==> src/hw/rtl/kmh_pkg.sv <==
package kmh_pkg;

  localparam int SLOT_MAX   = 6;
  localparam int SLOT_W     = 3;
  localparam int TABLE_SIZE = 72;
  localparam int NIBBLE_W   = 4;
  localparam int ROW_IDX_W  = 4;
  localparam int POS_W      = ROW_IDX_W + 3;

  localparam logic CMD_SAMPLE = 1'b0;
  localparam logic CMD_POLL   = 1'b1;

  // modifier key positions in the matrix
  localparam logic [ROW_IDX_W-1:0] RSHIFT_ROW = 4'd0;
  localparam logic [ROW_IDX_W-1:0] LEFT_MOD_ROW = 4'd7;

  typedef logic [7:0] usage_t;

  typedef struct packed {
    logic                 clear;
    logic                 load;
    logic [ROW_IDX_W-1:0] row;
    logic [7:0]           data;
  } kmh_bld_ctl_t;

  localparam usage_t USAGE_TABLE [TABLE_SIZE] = '{
    8'h41, 8'h28, 8'h2f, 8'h30, 8'h94, 8'he5, 8'h31, 8'h2a,
    8'h40, 8'hce, 8'h33, 8'h33, 8'h2d, 8'h38, 8'h2e, 8'h35,
    8'h3f, 8'h12, 8'h0f, 8'h0e, 8'h37, 8'h36, 8'h13, 8'h27,
    8'h3e, 8'h0c, 8'h18, 8'h0d, 8'h10, 8'h11, 8'h26, 8'h25,
    8'h3d, 8'h1c, 8'h0a, 8'h0b, 8'h05, 8'h19, 8'h24, 8'h23,
    8'h3c, 8'h17, 8'h15, 8'h07, 8'h09, 8'h06, 8'h22, 8'h21,
    8'h3b, 8'h1a, 8'h16, 8'h04, 8'h1b, 8'h1d, 8'h08, 8'h20,
    8'h3a, 8'h29, 8'h14, 8'he0, 8'he1, 8'he2, 8'h1e, 8'h1f,
    8'h4a, 8'h52, 8'h4f, 8'h50, 8'h51, 8'h2c, 8'h4c, 8'h49
  };

  function automatic logic in_table(input logic [POS_W-1:0] pos);
    return {1'b0, pos} < 8'(TABLE_SIZE);
  endfunction

  function automatic usage_t usage_code(input logic [POS_W-1:0] pos);
    usage_t code;
    code = 8'h00;
    for (int i = 0; i < TABLE_SIZE; i++) begin
      if ({1'b0, pos} == 8'(i)) begin
        code = USAGE_TABLE[i];
      end
    end
    return code;
  endfunction

endpackage

==> src/hw/rtl/kmh_if.sv <==
interface kmh_in_if;
  logic       valid;
  logic       ready;
  logic       cmd;
  logic [3:0] row_index;
  logic [3:0] low_nibble;
  logic [3:0] high_nibble;

  modport source (output valid, cmd, row_index, low_nibble, high_nibble, input ready);
  modport sink   (input valid, cmd, row_index, low_nibble, high_nibble, output ready);
endinterface

interface kmh_out_if;
  logic       valid;
  logic       ready;
  logic       report_sent;
  logic [7:0] modifier;
  logic [7:0] key_slot0;
  logic [7:0] key_slot1;
  logic [7:0] key_slot2;
  logic [7:0] key_slot3;
  logic [7:0] key_slot4;
  logic [7:0] key_slot5;
  logic       change_pending;

  modport source (output valid, report_sent, modifier, key_slot0, key_slot1, key_slot2,
                  key_slot3, key_slot4, key_slot5, change_pending, input ready);
  modport sink   (input valid, report_sent, modifier, key_slot0, key_slot1, key_slot2,
                  key_slot3, key_slot4, key_slot5, change_pending, output ready);
endinterface

==> src/hw/rtl/kmh_report_builder.sv <==
module kmh_report_builder #(
  parameter int KEYS_PER_REPORT = 6
) (
  input  logic                                      clk,
  input  logic                                      rst_n,
  input  kmh_pkg::kmh_bld_ctl_t                     ctl,
  output logic                                      busy,
  output logic [7:0]                                modifier,
  output logic [kmh_pkg::SLOT_MAX-1:0][7:0]         slots
);
  import kmh_pkg::*;

  logic [7:0]                  shift_r;
  logic [2:0]                  bit_r;
  logic                        busy_r;
  logic [ROW_IDX_W-1:0]        row_r;
  logic [SLOT_W-1:0]           count_r;
  logic [SLOT_MAX-1:0][7:0]    slots_r;
  logic [7:0]                  mod_r;
  logic [POS_W-1:0]            pos;
  logic                        take;

  assign pos  = {row_r, bit_r};
  assign take = busy_r && shift_r[0] && in_table(pos) && (count_r < SLOT_W'(KEYS_PER_REPORT));

  always_ff @(posedge clk) begin
    if (!rst_n) begin
      busy_r  <= 1'b0;
      count_r <= '0;
      slots_r <= '0;
      mod_r   <= '0;
    end else if (ctl.clear) begin
      busy_r  <= 1'b0;
      count_r <= '0;
      slots_r <= '0;
      mod_r   <= '0;
    end else if (ctl.load) begin
      shift_r <= ctl.data;
      row_r   <= ctl.row;
      bit_r   <= '0;
      busy_r  <= 1'b1;
      if (ctl.row == RSHIFT_ROW) begin
        mod_r[5] <= mod_r[5] | ctl.data[5];
      end
      if (ctl.row == LEFT_MOD_ROW) begin
        mod_r[2:0] <= mod_r[2:0] | ctl.data[5:3];
      end
    end else if (busy_r) begin
      if (take) begin
        slots_r[count_r] <= usage_code(pos);
        count_r          <= count_r + 1'b1;
      end
      shift_r <= {1'b0, shift_r[7:1]};
      bit_r   <= bit_r + 1'b1;
      if (bit_r == 3'd7) begin
        busy_r <= 1'b0;
      end
    end
  end

  assign busy     = busy_r;
  assign modifier = mod_r;
  assign slots    = slots_r;

endmodule

==> src/hw/rtl/keyboard_matrix_to_hid_report_top.sv <==
// row sample: result registered through the compare state, then the emit state
// ignored row or poll with no pending change: straight to the emit state, which registers the result
// poll with a pending change: per row one read, one load, a bit step in the report builder
//   for each bit of the row byte and one handover, then the emit state
// one item in flight; ready for the next transfer once the result registers, emit holds while one waits
// reset (rst_n low, synchronous) clears control and the valid bits, so both stores read zero
module keyboard_matrix_to_hid_report_top #(
  parameter int ROW_COUNT       = 9,
  parameter int KEYS_PER_REPORT = 6
) (
  input logic             clk,
  input logic             rst_n,
  kmh_in_if.sink          in_chan,
  kmh_out_if.source       out_chan
);
  import kmh_pkg::*;

  localparam int RW  = (ROW_COUNT > 1) ? $clog2(ROW_COUNT) : 1;
  localparam int SD  = 2 * ROW_COUNT;
  localparam int SAW = $clog2(SD);

  typedef enum logic [2:0] {
    ST_IDLE, ST_SMP_CMP, ST_POLL_RD, ST_POLL_LD, ST_POLL_WAIT, ST_EMIT
  } state_t;

  state_t state_r;

  // control state
  logic          side_r;
  logic          flag_r;
  logic [RW-1:0] row_r;
  logic [7:0]    smp_byte_r;
  logic          smp_last_r;
  logic          sent_r;

  // result register
  logic                     out_valid_r;
  logic                     out_sent_r;
  logic                     out_pend_r;
  logic [7:0]               out_mod_r;
  logic [SLOT_MAX-1:0][7:0] out_slots_r;

  // two-sided row store, side s row r at s*ROW_COUNT + r
  logic [7:0]    smp_mem [SD];
  logic [SD-1:0] smp_vld_r;
  logic          smp_we;
  logic [SAW-1:0] smp_wr_addr;
  logic [7:0]    smp_wr_data;
  logic [SAW-1:0] smp_rd_addr;
  logic [7:0]    smp_rd_data_r;
  logic          smp_rd_vld_r;
  logic [7:0]    smp_q;

  // last reported copy
  logic [7:0]        rep_mem [ROW_COUNT];
  logic [ROW_COUNT-1:0] rep_vld_r;
  logic              rep_we;
  logic [RW-1:0]     rep_rd_addr;
  logic [7:0]        rep_rd_data_r;
  logic              rep_rd_vld_r;
  logic [7:0]        rep_q;

  logic          in_fire;
  logic          in_sample_ok;
  logic [RW-1:0] in_row;

  kmh_bld_ctl_t             bld_ctl;
  logic                     bld_busy;
  logic [7:0]               bld_mod;
  logic [SLOT_MAX-1:0][7:0] bld_slots;

  assign in_chan.ready = (state_r == ST_IDLE);
  assign in_fire       = in_chan.valid && in_chan.ready;
  assign in_row        = in_chan.row_index[RW-1:0];
  assign in_sample_ok  = (in_chan.cmd == CMD_SAMPLE) &&
                         ({1'b0, in_chan.row_index} < 5'(ROW_COUNT));

  // sample write goes to the active side, the other side is read alongside
  assign smp_we      = in_fire && in_sample_ok;
  assign smp_wr_addr = side_r ? (SAW'(ROW_COUNT) + SAW'(in_row)) : SAW'(in_row);
  assign smp_wr_data = {in_chan.high_nibble, in_chan.low_nibble};

  always_comb begin
    if (state_r == ST_IDLE) begin
      smp_rd_addr = side_r ? SAW'(in_row) : (SAW'(ROW_COUNT) + SAW'(in_row));
    end else begin
      smp_rd_addr = SAW'(row_r);
    end
  end

  assign smp_q = smp_rd_vld_r ? smp_rd_data_r : 8'h00;

  always_ff @(posedge clk) begin
    if (smp_we) begin
      smp_mem[smp_wr_addr] <= smp_wr_data;
    end
    smp_rd_data_r <= smp_mem[smp_rd_addr];
  end

  always_ff @(posedge clk) begin
    if (!rst_n) begin
      smp_vld_r    <= '0;
      smp_rd_vld_r <= 1'b0;
    end else begin
      if (smp_we) begin
        smp_vld_r[smp_wr_addr] <= 1'b1;
      end
      smp_rd_vld_r <= smp_vld_r[smp_rd_addr];
    end
  end

  // reported copy is written from side 0 while a report is built
  assign rep_we      = (state_r == ST_POLL_LD);
  assign rep_rd_addr = in_row;
  assign rep_q       = rep_rd_vld_r ? rep_rd_data_r : 8'h00;

  always_ff @(posedge clk) begin
    if (rep_we) begin
      rep_mem[row_r] <= smp_q;
    end
    rep_rd_data_r <= rep_mem[rep_rd_addr];
  end

  always_ff @(posedge clk) begin
    if (!rst_n) begin
      rep_vld_r    <= '0;
      rep_rd_vld_r <= 1'b0;
    end else begin
      if (rep_we) begin
        rep_vld_r[row_r] <= 1'b1;
      end
      rep_rd_vld_r <= rep_vld_r[rep_rd_addr];
    end
  end

  // builder control
  always_comb begin
    bld_ctl       = '0;
    bld_ctl.clear = in_fire && (in_chan.cmd == CMD_POLL) && flag_r;
    bld_ctl.load  = (state_r == ST_POLL_LD);
    bld_ctl.row   = ROW_IDX_W'(row_r);
    bld_ctl.data  = smp_q;
  end

  kmh_report_builder #(
    .KEYS_PER_REPORT (KEYS_PER_REPORT)
  ) u_builder (
    .clk      (clk),
    .rst_n    (rst_n),
    .ctl      (bld_ctl),
    .busy     (bld_busy),
    .modifier (bld_mod),
    .slots    (bld_slots)
  );

  // sequencer and result register
  always_ff @(posedge clk) begin
    if (!rst_n) begin
      state_r     <= ST_IDLE;
      side_r      <= 1'b0;
      flag_r      <= 1'b0;
      row_r       <= '0;
      sent_r      <= 1'b0;
      smp_last_r  <= 1'b0;
      out_valid_r <= 1'b0;
    end else begin
      // the emit step handles its own handover
      if (out_valid_r && out_chan.ready && (state_r != ST_EMIT)) begin
        out_valid_r <= 1'b0;
      end
      unique case (state_r)
        ST_IDLE: begin
          if (in_fire) begin
            sent_r <= 1'b0;
            if (in_sample_ok) begin
              smp_byte_r <= smp_wr_data;
              smp_last_r <= (in_row == RW'(ROW_COUNT - 1));
              state_r    <= ST_SMP_CMP;
            end else if ((in_chan.cmd == CMD_POLL) && flag_r) begin
              row_r   <= '0;
              state_r <= ST_POLL_RD;
            end else begin
              // ignored row or poll with nothing new
              state_r <= ST_EMIT;
            end
          end
        end
        ST_SMP_CMP: begin
          // both sides agree and differ from what the host last saw
          if ((smp_byte_r == smp_q) && (smp_byte_r != rep_q)) begin
            flag_r <= 1'b1;
          end
          if (smp_last_r) begin
            side_r <= ~side_r;
          end
          state_r <= ST_EMIT;
        end
        ST_POLL_RD: begin
          state_r <= ST_POLL_LD;
        end
        ST_POLL_LD: begin
          state_r <= ST_POLL_WAIT;
        end
        ST_POLL_WAIT: begin
          if (!bld_busy) begin
            if (row_r == RW'(ROW_COUNT - 1)) begin
              flag_r  <= 1'b0;
              sent_r  <= 1'b1;
              state_r <= ST_EMIT;
            end else begin
              row_r   <= row_r + 1'b1;
              state_r <= ST_POLL_RD;
            end
          end
        end
        ST_EMIT: begin
          if (!out_valid_r || out_chan.ready) begin
            out_valid_r <= 1'b1;
            out_sent_r  <= sent_r;
            out_pend_r  <= flag_r;
            out_mod_r   <= sent_r ? bld_mod : 8'h00;
            out_slots_r <= sent_r ? bld_slots : '0;
            state_r     <= ST_IDLE;
          end
        end
        default: begin
          state_r <= ST_IDLE;
        end
      endcase
    end
  end

  assign out_chan.valid          = out_valid_r;
  assign out_chan.report_sent    = out_sent_r;
  assign out_chan.modifier       = out_mod_r;
  assign out_chan.key_slot0      = out_slots_r[0];
  assign out_chan.key_slot1      = out_slots_r[1];
  assign out_chan.key_slot2      = out_slots_r[2];
  assign out_chan.key_slot3      = out_slots_r[3];
  assign out_chan.key_slot4      = out_slots_r[4];
  assign out_chan.key_slot5      = out_slots_r[5];
  assign out_chan.change_pending = out_pend_r;

endmodule
==> src/flat_wrapper.sv <==
// flat-port wrapper written by rule: the top's interface ports become plain ports
module keyboard_matrix_to_hid_report_top_flat import kmh_pkg::*;
#(
  parameter int ROW_COUNT       = 9,
  parameter int KEYS_PER_REPORT = 6
)
  (clk, rst_n, in_chan_valid, in_chan_cmd, in_chan_row_index, in_chan_low_nibble, in_chan_high_nibble, in_chan_ready, out_chan_valid, out_chan_report_sent, out_chan_modifier, out_chan_key_slot0, out_chan_key_slot1, out_chan_key_slot2, out_chan_key_slot3, out_chan_key_slot4, out_chan_key_slot5, out_chan_change_pending, out_chan_ready);
  kmh_in_if in_chan_i ();
  kmh_out_if out_chan_i ();
  input logic clk;
  input logic rst_n;
  input wire logic [$bits(in_chan_i.valid)-1:0] in_chan_valid;
  input wire logic [$bits(in_chan_i.cmd)-1:0] in_chan_cmd;
  input wire logic [$bits(in_chan_i.row_index)-1:0] in_chan_row_index;
  input wire logic [$bits(in_chan_i.low_nibble)-1:0] in_chan_low_nibble;
  input wire logic [$bits(in_chan_i.high_nibble)-1:0] in_chan_high_nibble;
  output wire logic [$bits(in_chan_i.ready)-1:0] in_chan_ready;
  output wire logic [$bits(out_chan_i.valid)-1:0] out_chan_valid;
  output wire logic [$bits(out_chan_i.report_sent)-1:0] out_chan_report_sent;
  output wire logic [$bits(out_chan_i.modifier)-1:0] out_chan_modifier;
  output wire logic [$bits(out_chan_i.key_slot0)-1:0] out_chan_key_slot0;
  output wire logic [$bits(out_chan_i.key_slot1)-1:0] out_chan_key_slot1;
  output wire logic [$bits(out_chan_i.key_slot2)-1:0] out_chan_key_slot2;
  output wire logic [$bits(out_chan_i.key_slot3)-1:0] out_chan_key_slot3;
  output wire logic [$bits(out_chan_i.key_slot4)-1:0] out_chan_key_slot4;
  output wire logic [$bits(out_chan_i.key_slot5)-1:0] out_chan_key_slot5;
  output wire logic [$bits(out_chan_i.change_pending)-1:0] out_chan_change_pending;
  input wire logic [$bits(out_chan_i.ready)-1:0] out_chan_ready;
  assign in_chan_i.valid = in_chan_valid;
  assign in_chan_i.cmd = in_chan_cmd;
  assign in_chan_i.row_index = in_chan_row_index;
  assign in_chan_i.low_nibble = in_chan_low_nibble;
  assign in_chan_i.high_nibble = in_chan_high_nibble;
  assign in_chan_ready = in_chan_i.ready;
  assign out_chan_valid = out_chan_i.valid;
  assign out_chan_report_sent = out_chan_i.report_sent;
  assign out_chan_modifier = out_chan_i.modifier;
  assign out_chan_key_slot0 = out_chan_i.key_slot0;
  assign out_chan_key_slot1 = out_chan_i.key_slot1;
  assign out_chan_key_slot2 = out_chan_i.key_slot2;
  assign out_chan_key_slot3 = out_chan_i.key_slot3;
  assign out_chan_key_slot4 = out_chan_i.key_slot4;
  assign out_chan_key_slot5 = out_chan_i.key_slot5;
  assign out_chan_change_pending = out_chan_i.change_pending;
  assign out_chan_i.ready = out_chan_ready;
  keyboard_matrix_to_hid_report_top #(.ROW_COUNT(ROW_COUNT), .KEYS_PER_REPORT(KEYS_PER_REPORT)) u_core (.clk(clk), .rst_n(rst_n), .in_chan(in_chan_i), .out_chan(out_chan_i));
endmodule
==> config.mk <==
export PLATFORM = sky130hd
export DESIGN_NAME = keyboard_matrix_to_hid_report_top_flat
export DESIGN_NICKNAME = d
export VERILOG_FILES = /design/src/hw/rtl/kmh_pkg.sv /design/src/hw/rtl/kmh_if.sv /design/src/hw/rtl/kmh_report_builder.sv /design/src/hw/rtl/keyboard_matrix_to_hid_report_top.sv /design/src/flat_wrapper.sv
export SDC_FILE = /design/constraint.sdc
export NUM_CORES = 1
export LEC_CHECK = 0
export ABC_AREA = 1
export BUFFER_PORTS_ARGS = -buffer_cell sky130_fd_sc_hd__buf_2
export CAP_MARGIN = 5
export CELL_PAD_IN_SITES_DETAIL_PLACEMENT = 1
export CELL_PAD_IN_SITES_GLOBAL_PLACEMENT = 2
export CORE_MARGIN = 1.5
export CORE_UTILIZATION = 40
export CTS_CLUSTER_DIAMETER = 100
export DETAILED_ROUTE_END_ITERATION = 8
export PLACE_DENSITY = 0.78
export SYNTH_ARGS = -nofsm -noshare
export SYNTH_HDL_FRONTEND = slang
export SYNTH_SLANG_ARGS = --single-unit
==> constraint.sdc <==
create_clock -name clk -period 7 [get_ports clk]
set_clock_uncertainty 0.15 [all_clocks]
set_input_delay 1.05 -clock clk [delete_from_list [all_inputs] [get_ports clk]]
set_output_delay 1.05 -clock clk [all_outputs]
set_load 0.005 [all_outputs]
==> results.yml, run 1 <==
outcome:
  outcome: "complete, no violations"
clock_tree:
  clock_sinks: 406
  root_buffer: "clkbuf_16"
  clkLatencyLatePin_ns: 0.57
  hold_buffers: 0
  path_clk_slew_ns: 0.06
  htree_levels: 2
  ctsResizeCount: 0
  post_cts_buffers: 0
  tritoncts: "done"
  clockBufferDepth: 3
  cts_buffers: 45
detailed_routing:
  dr.max_layer_used: "met4"
  wl_met3_mm: 1.98
  antenna_left: 0
  vias_per_cell: 5.18
  met2_length_mm: 23.3
  drc_errors: 0
  firstDrtPassIters: 5
  wl_met1_mm: 21.9
  vias: 13065
  routedWlPerCell_um: 19.2
  dr.first_iter.drc_count: 744
  drt-total-wl_mm: 48.3
logic_synthesis:
  synth_top_area_cell: "edfxtp_1"
  yosysSeqAreaShare_pct: 62.7
  ys_types: 47
  synthFlopType: "edfxtp_1"
  avgSynthCellArea_um2: 9.62
  ys_async_sr_fraction_pct: 0
  synth.top_cell.area_share_pct: 49.8
  netlist_area_um2: 17700
  synth_edf_count: 293
  ys_seq_elements: 406
  yosys_warnings: 0
  synth_area_leaders: "edfxtp_1 50%, dfxtp_1 13%, nor2_1 7.8%"
  postSynthCellCount: 1836
placed_design:
  numPortBuffers: 72
  dpl-instance-area_um2: 18600
  gp_congestion: 0.865
  dp.cells: 2438
  dp_hpwl_mm: 32.4
global_route:
  grt_pass1_wl_mm: 75.9
  first_global_vias: 13656
  grt.total_usage_pct: 21.8
  overflow: 0
  antenna_found_initial: 1
  grt_max_degree: 82
sta:
  finalHoldViolations: 0
  setup-violations-final: 0
  slew_headroom_pct: 20.9
  tightest_slew_ns: 1.18
  tns_ns: 0
  fmaxAchievable_mhz: 243
  min_period_ns: 4.12
  min_period_over_period_pct: 58.8
  hold_slack_ns: 0.311
  rsz0062_at_grt: "no"
  maxSlewViolCount: 0
setup_path:
  required_ns: 7.03
  arrival_ns: 4.14
  path_max_fanout: 55
  cp_top_family: "compound AO/OA/AOI/OAI gates"
  critPathKind: "flop to flop"
  worstSetupEndpointType: "flop"
  cp-start-kind: "flop"
  max_stage_delay_ns: 0.92
  crit_buf_inv: 4
  cp_slowest_cell: "a21oi_1"
  path_cells: "nor2_1 > inv_1 > nor2_1 > clkinv_1 > o22ai_1 > nor3_1 > a21oi_4 > buf_4 > inv_1 > a21oi_1"
power:
  power.switching_mw: 2.10
  p_int_mw: 4.64
  p_clk_share_pct: 36.3
  switching_share_pct: 31.2
  combPwrFrac_pct: 22.7
  leakage_nw: 8.00
  peakVddDrop_mv: 0.218
  power_density_nw_per_um2: 334
  seq_power_share_pct: 41.0
floorplan:
  rows: 76
  die_h_um: 213
  core_area_um2: 43300
  start_util_pct: 40.8
  pin_count: 77
  die_area_um2: 45400
  die_w_um: 213
finish:
  fillers: 4849
  drive_gt1_share_pct: 10.4
  fin_cells: 2522
  final_common_cell: "nor2_1"
  final_util_pct: 46.7
  layout_common_cells: "367 x nor2_1, 293 x edfxtp_1, 261 x nand2_1, 206 x inv_1, 174 x o21ai_0"
  synthToLayoutAreaGrowth_pct: 14.4
  n_antenna_cell: 0
  nNetsFinal: 1930
  multi_input_area_um2: 5490
  design_area_um2: 20200
  layout.area.seq_um2: 11100
job:
  cap_violations: 0
worst_hold_path:
  hp-class: "flop to flop"
[final cells by class]
class | count | area share [%]
clock buffer | 71 | 6.93
clock inverter | 13 | 0.824
inverter | 224 | 4.16
multi-input combinational | 1132 | 27.2
sequential | 406 | 54.8
tap | 585 | 3.62
timing repair buffer | 91 | 2.49
[power by group through the flow]
stage | Clock (mW) | Sequential, mW | Combinational (mW)
2_1_floorplan | 0 | 2.79 | 1.00
3_3_place_gp | 0 | 2.81 | 1.50
3_5_place_dp | 0 | 2.82 | 1.53
4_1_cts | 2.51 | 2.77 | 1.55
5_1_grt | 2.58 | 2.77 | 1.71
6_report | 2.45 | 2.76 | 1.53
[path summary, 6_finish.rpt]
| path | startpoint | end | slack [ns] | cells past startpoint |
|---|---|---|---|---|
| max | u_core.state_r[0] | u_core.u_builder.shift_r[2] | 2.88 | 10 |
| min | u_core.rep_mem[8][2] | u_core.rep_rd_data_r[2] | 0.31 | 2 |
| max reg2reg | u_core.state_r[0] | u_core.u_builder.shift_r[2] | 2.88 | 10 |
| min reg2reg | u_core.rep_mem[8][2] | u_core.rep_rd_data_r[2] | 0.31 | 2 |
[registers in the layout, indices dropped and copies added, names as in the netlist, 9 cells and up]
signal,flops
u_core.smp_mem,144
u_core.rep_mem,72
u_core.u_builder.slots,48
u_core.smp_vld_r,18
u_core.rep_vld_r,9
[cells by family (layout without fill, tap and decap cells)]
| family | after synthesis | count (layout) | share of synthesized area [%] |
|---|---|---|---|
| compound gates | 365 | 365 | 12.3 |
| simple gates | 738 | 738 | 16.9 |
| other cells | 1 | 4 | 0.0212 |
| xor+xnor | 12 | 12 | 0.595 |
| flops | 406 | 406 | 62.7 |
| buf+inv | 301 | 399 | 6.59 |
| fa+ha+maj | 13 | 13 | 0.921 |
[routing by layer]
layer | track usage, % | up-vias
met5 | 0 | -
met4 | 6.70 | 0
met3 | 3.29 | 70
met2 | 37.0 | 266
met1 | 28.6 | 6403
li1 | - | 6326
[stage by stage]
stage          worst slack (ns)  total power, mW
4_1_cts                    2.84             6.83
3_3_place_gp               2.45             4.31
5_1_grt                    2.38             7.06
3_5_place_dp               2.42             4.35
2_1_floorplan              1.23             3.79
6_report                   2.88             6.75
[tightest hold or removal path: cells and delay by family (launching register included)]
| kind | cells | cell delay, ns |
|---|---|---|
| AND/OR/NAND/NOR | 1 | 0.05 |
| flip-flops | 1 | 0.33 |
| AO/OA/AOI/OAI | 1 | 0.05 |
[synthesized netlist by cell type, types with 8 or more instances]
cell      instances
nand2_1         261
o21bai_1         12
xor2_1            9
o21ai_1          14
dfxtp_1         113
o221ai_1         26
clkinv_1          8
ha_1             13
nor2_1          367
o31ai_1          20
o21ai_0         174
inv_2            10
o22ai_1          14
inv_1           206
nor3_1           30
o32ai_1          18
nand3_1          43
edfxtp_1        293
clkbuf_1         69
nand4_1          13
a21oi_1          59
Note: power is estimated with default switching activity, not from simulation.
==> inputs of run 2 (changes only) <==
- clock period: 7 -> 3.84 ns (I/O delays scaled with it)
==> results.yml, run 2 (synthesized netlist as in run 1, its figures left out) <==
outcome:
  outcome: "complete, no violations"
setup_path:
  cp_top_family: "simple AND/OR/NAND/NOR gates"
  path_max_fanout: 6
  arrival_ns: 3.91
  cp_slowest_cell: "edfxtp_1"
  critPathKind: "flop to flop"
  cp-start-kind: "flop"
  crit_top_cell: "nand2_1"
  worstSetupEndpointType: "flop"
  required_ns: 4.19
  crit_buf_inv: 4
  max_stage_delay_ns: 0.50
finish:
  drive_gt1_share_pct: 14.2
  largest_reg_flops: 144
  n_antenna_cell: 0
  fin_cells: 2577
  layout.area.seq_um2: 11100
  final_util_pct: 47.7
  nNetsFinal: 1986
  top_register: "u_core.smp_mem"
  fillers: 4867
  synthToLayoutAreaGrowth_pct: 16.9
  design_area_um2: 20600
  final_common_cell: "nor2_1"
  multi_input_area_um2: 5620
  layout_common_cells: "360 x nor2_1, 293 x edfxtp_1, 255 x nand2_1, 201 x inv_1, 174 x o21ai_0"
global_route:
  grt_pass1_wl_mm: 75.8
  grt_max_degree: 56
  first_global_vias: 13778
  antenna_found_initial: 0
  grt.total_usage_pct: 21.7
  overflow: 0
placed_design:
  dp_hpwl_mm: 33.0
  gp_congestion: 0.878
  pre_cts_slack_ns: 0.155
  numPortBuffers: 72
  dpl-instance-area_um2: 19000
  dp.cells: 2486
detailed_routing:
  drt-total-wl_mm: 48.2
  dr.max_layer_used: "met4"
  vias_per_cell: 5.19
  vias: 13387
  routedWlPerCell_um: 18.7
  met2_length_mm: 23.3
  drc_errors: 0
  wl_met3_mm: 1.87
  firstDrtPassIters: 4
  wl_met1_mm: 21.9
  antenna_left: 0
  dr.first_iter.drc_count: 742
floorplan:
  die_h_um: 213
  die_w_um: 213
  die_area_um2: 45400
  rows: 76
  core_area_um2: 43300
  start_util_pct: 40.8
  pin_count: 77
sta:
  slew_headroom_pct: 30.2
  min_period_ns: 3.56
  tightest_slew_ns: 1.05
  rsz0062_at_grt: "yes"
  min_period_over_period_pct: 92.7
  maxSlewViolCount: 0
  worst_slack_ns: 0.279
  tns_ns: 0
  finalHoldViolations: 0
  setup-violations-final: 0
  fmaxAchievable_mhz: 281
power:
  combPwrFrac_pct: 24.4
  peakVddDrop_mv: 0.411
  power_density_nw_per_um2: 587
  seq_power_share_pct: 41.5
  leakage_nw: 8.24
  p_int_mw: 8.23
  switching_share_pct: 32.1
  power.switching_mw: 3.89
  p_clk_share_pct: 34.1
job:
  cap_violations: 0
clock_tree:
  root_buffer: "clkbuf_16"
  tritoncts: "done"
  hold_buffers: 0
  cts_buffers: 44
  clkLatencyLatePin_ns: 0.56
  htree_levels: 2
  clock_sinks: 406
  path_clk_slew_ns: 0.06
  clockBufferDepth: 3
worst_hold_path:
  hp-class: "input port to flop"
## run 2: per-layer routing
metal | track usage, % | vias to the layer above
met3 | 3.35 | 71
met4 | 6.55 | 0
met1 | 28.3 | 6654
met2 | 37.0 | 223
met5 | 0 | -
li1 | - | 6439
## run 2: layout make-up
cell class	count	share of cell area, %
Clock buffer	59	6.01
Multi-Input combinational cell	1132	27.2
Inverter	224	4.12
Clock inverter	23	0.861
Timing Repair Buffer	148	4.63
Tap cell	585	3.55
Sequential cell	406	53.6
## run 2: worst paths after layout
path / from / slack (ns) / endpoint / cells after the start
max reg2reg: u_core.u_builder.bit_r[0] / 0.28 / u_core.u_builder.slots[11] / 26
min reg2reg: u_core.rep_mem[8][6] / 0.29 / u_core.rep_rd_data_r[6] / 2
max: u_core.u_builder.bit_r[0] / 0.28 / u_core.u_builder.slots[11] / 26
min: out_chan_ready / 0.26 / u_core.out_chan.valid / 4
## run 2: worst reg2reg max path, delay by kind of cell, from the launching register on
family / cells / cell delay, ns
AND/OR/NAND/NOR: 15 / 1.33
flip-flops: 1 / 0.50
AO/OA/AOI/OAI: 6 / 0.87
buffers and inverters: 4 / 0.47
adder cells (fa/ha/maj): 1 / 0.17
## run 2: metrics by stage
step	power, mW	hold WS [ns]
final	12.1	0.260
after CTS	12.2	0.223
after detailed placement	8.08	0.285
after floorplan	6.90	0.256
after global routing	12.7	0.277
after global placement	8.00	0.286
## run 2: power groups by stage
stage               Sequential [mW]  Combinational (mW)  Clock [mW]
global placement               5.11                2.89           0
CTS                            5.03                2.98        4.23
floorplan                      5.08                1.82           0
detailed placement             5.12                2.96           0
finish                         5.03                2.95        4.14
global route                   5.05                3.28        4.38
## run 2: what timing repair did
item | CTS | global route
setup endpoints to repair | 0 | 28
gates resized for setup | 0 | 39
setup buffers | 0 | 9
